## config.mk

```make
export PLATFORM = sky130hd
export DESIGN_NAME = space_packet_filter_checksum_unit
export DESIGN_NICKNAME = d
export VERILOG_FILES = /design/src/hw/rtl/spfc_pkg.sv /design/src/hw/rtl/space_packet_filter_checksum_unit.sv
export SDC_FILE = /design/constraint.sdc
export NUM_CORES = 1
export LEC_CHECK = 0
export ABC_AREA = 1
export BUFFER_PORTS_ARGS = -buffer_cell sky130_fd_sc_hd__buf_2
export CORE_ASPECT_RATIO = 2
export CORE_MARGIN = 3
export CORE_UTILIZATION = 45
export DETAILED_ROUTE_END_ITERATION = 10
export MAX_ROUTING_LAYER = met4
export SLEW_MARGIN = 10
export SYNTH_ARGS = -nofsm -noshare
export SYNTH_HDL_FRONTEND = slang
export SYNTH_SLANG_ARGS = --single-unit
```

## constraint.sdc

```tcl
create_clock -name clock -period 7.7 [get_ports clock]
set_clock_uncertainty 0.15 [all_clocks]
set_input_delay 2.31 -clock clock [delete_from_list [all_inputs] [get_ports clock]]
set_output_delay 2.31 -clock clock [all_outputs]
set_load 0.1 [all_outputs]
```

## src/hw/rtl/spfc_pkg.sv

```systemverilog
package spfc_pkg;

   // verdict codes on the status field
   typedef enum logic [2:0] {
      STATUS_ACCEPT      = 3'd0,
      STATUS_BAD_VERSION = 3'd1,
      STATUS_OTHER_APID  = 3'd2,
      STATUS_BAD_SUM     = 3'd3,
      STATUS_BEFORE      = 3'd4,
      STATUS_AFTER       = 3'd5,
      STATUS_TOO_SHORT   = 3'd6
   } status_type;

   // register indexes on the csr port
   typedef enum logic [2:0] {
      CSR_WANTED_APID = 3'd0,
      CSR_START_DAY   = 3'd1,
      CSR_START_MS    = 3'd2,
      CSR_END_DAY     = 3'd3,
      CSR_END_MS      = 3'd4
   } csr_index_type;

   localparam int unsigned CsrDataWidth = 27;

   // packet layout
   localparam int unsigned PriLastByte  = 5;
   localparam int unsigned TimeBytes    = 12;
   localparam int unsigned TimeKeptBytes = 8;
   // length field value under this means a data part under 14 bytes
   localparam logic [15:0] MinLenField  = 16'd13;

   // register reset values
   localparam logic [6:0]  ApidReset     = 7'd64;
   localparam logic [15:0] StartDayReset = 16'd0;
   localparam logic [26:0] StartMsReset  = 27'd0;
   localparam logic [21:0] EndDayReset   = 22'd4000000;
   localparam logic [26:0] EndMsReset    = 27'd90000000;

   // floor(x / 3) for x below 2**19 as (x * DivThreeMul) >> DivThreeShift
   localparam logic [17:0] DivThreeMul   = 18'd174763;
   localparam int unsigned DivThreeShift = 19;

endpackage

```

## src/hw/rtl/space_packet_filter_checksum_unit.sv

```systemverilog
// Space packet filter: takes one byte of a back-to-back space packet stream per
// cycle and gives one verdict word at the last data byte of each packet, in the
// cycle after that byte is taken. Each packet is a 6-byte primary header and a
// data part of (length field + 1) bytes opening with a 12-byte time header;
// the payload after it is summed as packed big-endian 12-bit words and bits
// 15..4 of that sum are checked against the trailing 12-bit field; the packet is
// also checked for version 0 and length and filtered by APID and by the time window
// from the csr registers. The result register sits between the two sides, so bytes
// keep flowing while a verdict waits, and the input stalls only when a verdict is
// still held and a new one is due. Registers are to be written by the user only
// while the stream is idle; the block does not enforce this; csr_ready is always high.
module space_packet_filter_checksum_unit (
   input  logic                              clock,
   input  logic                              reset,
   // byte input
   input  logic                              req_valid,
   output logic                              req_stall,
   input  logic [7:0]                        req_data_byte,
   // verdict output
   output logic                              rsp_valid,
   input  logic                              rsp_stall,
   output logic [2:0]                        rsp_status,
   output logic [10:0]                       rsp_packet_apid,
   output logic [13:0]                       rsp_packet_count,
   output logic [15:0]                       rsp_packet_days,
   output logic [31:0]                       rsp_packet_millisecond,
   output logic [15:0]                       rsp_packet_microsecond,
   output logic [11:0]                       rsp_computed_checksum,
   // register writes
   input  logic                              csr_valid,
   output logic                              csr_ready,
   input  logic [2:0]                        csr_index,
   input  logic [spfc_pkg::CsrDataWidth-1:0] csr_data
);
   import spfc_pkg::*;

   // registers
   logic [6:0]  wanted_apid_ff;
   logic [15:0] start_day_ff;
   logic [26:0] start_ms_ff;
   logic [21:0] end_day_ff;
   logic [26:0] end_ms_ff;

   // parse state
   logic        in_data_ff;
   logic [2:0]  hdr_cnt_ff;
   logic [15:0] d_ff;
   logic [15:0] len_ff;
   logic        short_ff;
   logic [39:0] pri_ff;
   logic [63:0] time_ff;
   logic [15:0] sum_ff;
   logic [15:0] nsum_ff;
   logic [7:0]  part_ff;
   logic [1:0]  phase_ff;
   logic [3:0]  nib_ff;
   logic [15:0] limit_ff;

   // result register
   logic        rsp_valid_ff;
   status_type  status_ff;
   logic [10:0] apid_ff;
   logic [13:0] count_ff;
   logic [15:0] days_ff;
   logic [31:0] ms_ff;
   logic [15:0] us_ff;
   logic [11:0] chk_ff;

   logic        accept_w;
   logic        last_w;
   logic        emit_w;

   // handshakes
   assign csr_ready = 1'b1;
   assign req_stall = rsp_valid_ff & rsp_stall & last_w;
   assign accept_w  = req_valid & ~req_stall;
   assign last_w    = in_data_ff & (d_ff == len_ff);
   assign emit_w    = accept_w & last_w;

   // register file
   always_ff @(posedge clock) begin
      if (reset) begin
         wanted_apid_ff <= ApidReset;
         start_day_ff   <= StartDayReset;
         start_ms_ff    <= StartMsReset;
         end_day_ff     <= EndDayReset;
         end_ms_ff      <= EndMsReset;
      end else if (csr_valid) begin
         unique case (csr_index)
            CSR_WANTED_APID: wanted_apid_ff <= csr_data[6:0];
            CSR_START_DAY:   start_day_ff   <= csr_data[15:0];
            CSR_START_MS:    start_ms_ff    <= csr_data[26:0];
            CSR_END_DAY:     end_day_ff     <= csr_data[21:0];
            CSR_END_MS:      end_ms_ff      <= csr_data[26:0];
            default: ;
         endcase
      end
   end

   // word limit: floor((2 * payload - 3) / 3), payload = len + 1 - 12
   logic [17:0] lim_x_w;
   logic [35:0] lim_prod_w;
   assign lim_x_w    = {1'b0, len_ff, 1'b0} - 18'd25;
   assign lim_prod_w = lim_x_w * DivThreeMul;

   always_ff @(posedge clock) begin
      limit_ff <= lim_prod_w[DivThreeShift +: 16];
   end

   // time header with the current byte merged in
   logic [63:0] time_in;
   always_comb begin
      time_in = time_ff;
      if (!in_data_ff) begin
         if (hdr_cnt_ff == 3'd0) begin
            time_in = '0;
         end
      end else if (d_ff < 16'(TimeKeptBytes)) begin
         for (int i = 0; i < TimeKeptBytes; i++) begin
            if (d_ff[2:0] == 3'(i)) begin
               time_in[63 - 8*i -: 8] = req_data_byte;
            end
         end
      end
   end

   // payload word assembly
   logic        pay_w;
   logic        add_w;
   logic [11:0] word_w;
   assign pay_w = in_data_ff & ~short_ff & (d_ff >= 16'(TimeBytes));
   always_comb begin
      word_w = '0;
      add_w  = 1'b0;
      case (phase_ff)
         2'd1: begin
            word_w = {part_ff, req_data_byte[7:4]};
            add_w  = pay_w;
         end
         2'd2: begin
            word_w = {part_ff[3:0], req_data_byte};
            add_w  = pay_w;
         end
         default: ;
      endcase
      if (nsum_ff >= limit_ff) begin
         add_w = 1'b0;
      end
   end

   // parse state update
   always_ff @(posedge clock) begin
      if (reset) begin
         in_data_ff <= 1'b0;
         hdr_cnt_ff <= '0;
         d_ff       <= '0;
         phase_ff   <= '0;
      end else if (accept_w) begin
         if (!in_data_ff) begin
            if (hdr_cnt_ff == 3'(PriLastByte)) begin
               hdr_cnt_ff <= '0;
               in_data_ff <= 1'b1;
            end else begin
               hdr_cnt_ff <= hdr_cnt_ff + 3'd1;
            end
            d_ff     <= '0;
            phase_ff <= '0;
         end else if (last_w) begin
            in_data_ff <= 1'b0;
            d_ff       <= '0;
         end else begin
            d_ff <= d_ff + 16'd1;
            if (pay_w) begin
               phase_ff <= (phase_ff == 2'd2) ? 2'd0 : phase_ff + 2'd1;
            end
         end
      end
   end

   // parse datapath
   always_ff @(posedge clock) begin
      if (accept_w) begin
         time_ff <= time_in;
         if (!in_data_ff) begin
            if (hdr_cnt_ff == 3'(PriLastByte)) begin
               len_ff   <= {pri_ff[7:0], req_data_byte};
               short_ff <= {pri_ff[7:0], req_data_byte} < MinLenField;
            end else begin
               pri_ff <= {pri_ff[31:0], req_data_byte};
            end
            if (hdr_cnt_ff == 3'd0) begin
               sum_ff  <= '0;
               nsum_ff <= '0;
               part_ff <= '0;
            end
         end else begin
            nib_ff <= req_data_byte[3:0];
            if (pay_w) begin
               case (phase_ff)
                  2'd0:    part_ff <= req_data_byte;
                  2'd1:    part_ff <= {4'd0, req_data_byte[3:0]};
                  default: part_ff <= '0;
               endcase
            end
            if (add_w) begin
               sum_ff  <= sum_ff + {4'd0, word_w};
               nsum_ff <= nsum_ff + 16'd1;
            end
         end
      end
   end

   // verdict
   logic [2:0]  version_w;
   logic [10:0] apid_w;
   logic [13:0] count_w;
   logic [15:0] days_w;
   logic [31:0] ms_w;
   logic [15:0] us_w;
   logic [11:0] field_w;
   logic        before_w;
   logic        after_w;
   status_type  status_w;

   assign version_w = pri_ff[39:37];
   assign apid_w    = {pri_ff[34:32], pri_ff[31:24]};
   assign count_w   = {pri_ff[21:16], pri_ff[15:8]};
   assign days_w    = time_in[63:48];
   assign ms_w      = time_in[47:16];
   assign us_w      = time_in[15:0];
   assign field_w   = {nib_ff, req_data_byte};
   assign before_w  = (days_w < start_day_ff) ||
                      ((days_w == start_day_ff) && (ms_w < {5'd0, start_ms_ff}));
   assign after_w   = ({6'd0, days_w} > end_day_ff) ||
                      (({6'd0, days_w} == end_day_ff) && (ms_w >= {5'd0, end_ms_ff}));

   always_comb begin
      if (version_w != 3'd0) begin
         status_w = STATUS_BAD_VERSION;
      end else if (apid_w != {4'd0, wanted_apid_ff}) begin
         status_w = STATUS_OTHER_APID;
      end else if (short_ff) begin
         status_w = STATUS_TOO_SHORT;
      end else if (sum_ff[15:4] != field_w) begin
         status_w = STATUS_BAD_SUM;
      end else if (before_w) begin
         status_w = STATUS_BEFORE;
      end else if (after_w) begin
         status_w = STATUS_AFTER;
      end else begin
         status_w = STATUS_ACCEPT;
      end
   end

   // result register
   always_ff @(posedge clock) begin
      if (reset) begin
         rsp_valid_ff <= 1'b0;
      end else if (emit_w) begin
         rsp_valid_ff <= 1'b1;
      end else if (!rsp_stall) begin
         rsp_valid_ff <= 1'b0;
      end
   end

   always_ff @(posedge clock) begin
      if (emit_w) begin
         status_ff <= status_w;
         apid_ff   <= apid_w;
         count_ff  <= count_w;
         if (version_w != 3'd0) begin
            days_ff <= '0;
            ms_ff   <= '0;
            us_ff   <= '0;
         end else begin
            days_ff <= days_w;
            ms_ff   <= ms_w;
            us_ff   <= us_w;
         end
         chk_ff <= ((version_w != 3'd0) || short_ff) ? 12'd0 : sum_ff[15:4];
      end
   end

   assign rsp_valid              = rsp_valid_ff;
   assign rsp_status             = status_ff;
   assign rsp_packet_apid        = apid_ff;
   assign rsp_packet_count       = count_ff;
   assign rsp_packet_days        = days_ff;
   assign rsp_packet_millisecond = ms_ff;
   assign rsp_packet_microsecond = us_ff;
   assign rsp_computed_checksum  = chk_ff;

   // checks
   a_emit_loads: assert property (@(posedge clock) disable iff (reset)
      emit_w |=> rsp_valid_ff && (status_ff == $past(status_w)))
      else $error("verdict not loaded at last data byte");

   a_hdr_index: assert property (@(posedge clock) disable iff (reset)
      !in_data_ff |-> (d_ff == 16'd0) && (hdr_cnt_ff <= 3'(PriLastByte)))
      else $error("header counter out of range");

   a_phase_range: assert property (@(posedge clock) disable iff (reset)
      phase_ff != 2'd3)
      else $error("payload phase out of range");

   a_stall_held: assert property (@(posedge clock) disable iff (reset)
      req_stall |-> rsp_valid_ff)
      else $error("input stalled with empty result register");

endmodule
```

==> flow_metrics.tcl <==
set metrics [dict create \
    switching_power_w 0.001723 \
    drtAntennaViolNets 0 \
    clk_pin_slew_worst_paths_ps 70 \
    syn_inst 2581 \
    period_minus_slack_ps 7165 \
    yosys.cell_types.count 59 \
    rsz0062_at_grt "no" \
    groute.usage.overall_pct 25.80 \
    drt_iter0_drc 963 \
    synth_warnings 0 \
    relSlewSlack_pct 27.26 \
    final_cell_mix "inv_1 (553), ha_1 (270), edfxtp_1 (267), nand2_1 (264), a21oi_1 (197)" \
    firstDrtPassIters 5 \
    synthArstFlopShare_pct 0 \
    drc_errors 0 \
    finalWeightedCongestion 0.9479 \
    synthesis.area_um2 24730 \
    dieWidth_um 171.8 \
    timing.critical_path.slowest_cell_delay_ps 560 \
    critPathTopFamily "adder cells" \
    cts-resized-gates 0 \
    drive_gt1_share_pct 9.400 \
    post-dp-hpwl_um 58480 \
    p_per_area_nw_per_um2 204.3 \
    critical_path_class "flip-flop to flip-flop" \
    finalMaxSlewViolations 0 \
    syn_area_per_cell_um2 9.582 \
    max_freq_ghz 0.1396 \
    cp_slowest_cell "fa_1" \
    arrival_ps 7460 \
    initial_core_util_pct 45.88 \
    vias_per_cell 5.341 \
    crit_top_cell "inv_1" \
    cts_buffer_depth 3 \
    rows 120 \
    grt_pass1_vias 19050 \
    period_share_pct 93.05 \
    fin_setup_tns_ps 0 \
    finalWirelength_um 72870 \
    core_um2 53900 \
    worst-slew-pin-transition_ps 1090 \
    grt_max_degree 102 \
    vias 18360 \
    synthFlopType "edfxtp_1" \
    layoutNonFillerInstCount 3438 \
    setup_viol 0 \
    fin_nets 3157 \
    wl_per_cell_um 21.20 \
    yosys.area.top_type_share_pct 32.42 \
    port_buffers 148 \
    clock-sinks 405 \
    synth-edff-count 267 \
    antenna_found_initial 1 \
    pwr-share-seq_pct 44.5 \
    dp.cells 3367 \
    post-cts-setup-buffers 0 \
    cts_made_buffers 38 \
    yosysSeqAreaShare_pct 43.59 \
    p_sw_share_pct 30.65 \
    ys_ff_latch 405 \
    fin_hold_ws_ps 286.9 \
    start_kind "flip-flop" \
    die_height_um 337.5 \
    ctsHoldBuffers 0 \
    grt_pass1_wl_um 108500 \
    cts_tree "done" \
    power_leakage_nw 12.76 \
    path_buf_inv 6 \
    htree_levels 2 \
    yosys.area.top_type "edfxtp_1" \
    synthesis.nets 3002 \
    p_comb_share_pct 21.2 \
    insertion_delay_ps 570 \
    overflow 0 \
    power_w 0.005621 \
    required_ps 7990 \
    max_cap_violations 0 \
    ir_drop_uv 253.9 \
    path_max_fanout 5 \
    ys_top_cells_by_area "edfxtp_1 (32%), ha_1 (14%), dfxtp_1 (11%), fa_1 (8.7%), inv_1 (8.4%)" \
    final_common_cell "inv_1" \
    p_int_w 0.003898 \
    final-hold-violation-count 0 \
    outcome "finished clean" \
    hold_path_class "flip-flop to flip-flop" \
    pwr-share-clk_pct 34.2 \
    syn2layout_area_growth_pct 11.26 \
    io_pins 150 \
    clk_root_buffer_cell "clkbuf_16" \
    end_kind "flip-flop" \
    die-area_um2 57980 \
]
[synth_stat cells, drive strengths merged, types with 4 or more instances]
| master | count |
|---|---|
| a21oi | 199 |
| a22oi | 42 |
| ha | 270 |
| nor3 | 54 |
| nand2 | 268 |
| buf | 8 |
| o21ai | 156 |
| nand3 | 39 |
| xor2 | 43 |
| or2 | 6 |
| a31oi | 8 |
| dfxtp | 138 |
| a211oi | 15 |
| o21a | 13 |
| fa | 108 |
| edfxtp | 267 |
| nor2 | 201 |
| inv | 559 |
| and2 | 18 |
| a21boi | 7 |
| xnor2 | 20 |
| o22ai | 17 |
| clkbuf | 45 |
| nor4 | 13 |
| nand4 | 25 |
| o211ai | 13 |
| o21bai | 4 |
[final timing paths]
kind | slack, ps | cells past startpoint | startpoint | end
setup / recovery | 540 | 28 | len_ff[0]$_DFFE_PP_ | limit_ff[11]$_DFF_P_
hold / removal | 290 | 0 | pri_ff[23]$_DFFE_PP_ | pri_ff[31]$_DFFE_PP_
hold reg to reg | 290 | 0 | pri_ff[23]$_DFFE_PP_ | pri_ff[31]$_DFFE_PP_
setup reg to reg | 540 | 28 | len_ff[0]$_DFFE_PP_ | limit_ff[11]$_DFF_P_
[sequential cells by signal (all words and copies together), names as in the netlist, 2 cells and up]
| signal | cells |
|---|---|
| time_ff | 64 |
| pri_ff | 38 |
| rsp_packet_millisecond | 32 |
| end_ms_ff | 27 |
| start_ms_ff | 27 |
| end_day_ff | 22 |
| d_ff | 16 |
| len_ff | 16 |
| limit_ff | 16 |
| nsum_ff | 16 |
| rsp_packet_days | 16 |
| rsp_packet_microsecond | 16 |
| start_day_ff | 16 |
| sum_ff | 16 |
| rsp_packet_count | 14 |
| rsp_computed_checksum | 12 |
| rsp_packet_apid | 11 |
| part_ff | 8 |
| wanted_apid_ff | 7 |
| nib_ff | 4 |
| hdr_cnt_ff | 3 |
| rsp_status | 3 |
| phase_ff | 2 |
[power groups by stage]
stage	Clock (W)	Combinational, W	Sequential, W
after floorplan	0	0.000811	0.00252
after global placement	0	0.00116	0.00255
after detailed placement	0	0.00119	0.00255
after CTS	0.00196	0.00120	0.00250
after global routing	0.00203	0.00134	0.00251
final	0.00193	0.00119	0.00250
[metrics by stage]
stage	worst slack (ps)	util [%]	area [um^2]
after floorplan	1160	-	24730
after global placement	638.1	48.71	26260
after detailed placement	572.2	48.71	26260
after CTS	562.6	51.04	27510
after global routing	53.30	51.05	27520
final	535.1	51.05	27520
[kinds of logic (layout without fill, tap and decap cells)]
kind of cell	count (synthesis)	in the layout	share of synthesized area [%]
buffers and inverters	613	798	9.370
AO/OA/AOI/OAI	491	491	11.36
flip-flops	405	405	43.59
other	1	2	0.01516
XOR/XNOR	63	63	2.231
AND/OR/NAND/NOR	630	630	11.03
adder cells (fa/ha/maj)	378	378	22.40
[routing by layer]
layer	global-route usage [%]	vias to the layer above	part of all wire, %
met5	-	-	0
met4	16.88	0	8.0
met3	2.293	215	3.1
met2	49.67	486	56
met1	23.54	8830	33
li1	-	8833	-
[area by class of cell]
cell class | instances | area (um^2)
multi-input cells | 1563 | 11640
clock inverters | 18 | 178.9
inverters | 560 | 2105
fillers | 5044 | 26390
well taps | 671 | 839.6
repair buffers | 168 | 890.9
diodes | 1 | 2.502
clock buffers | 52 | 1076
flip-flops and latches | 405 | 10780
Note: power is estimated with default switching activity, not from simulation.
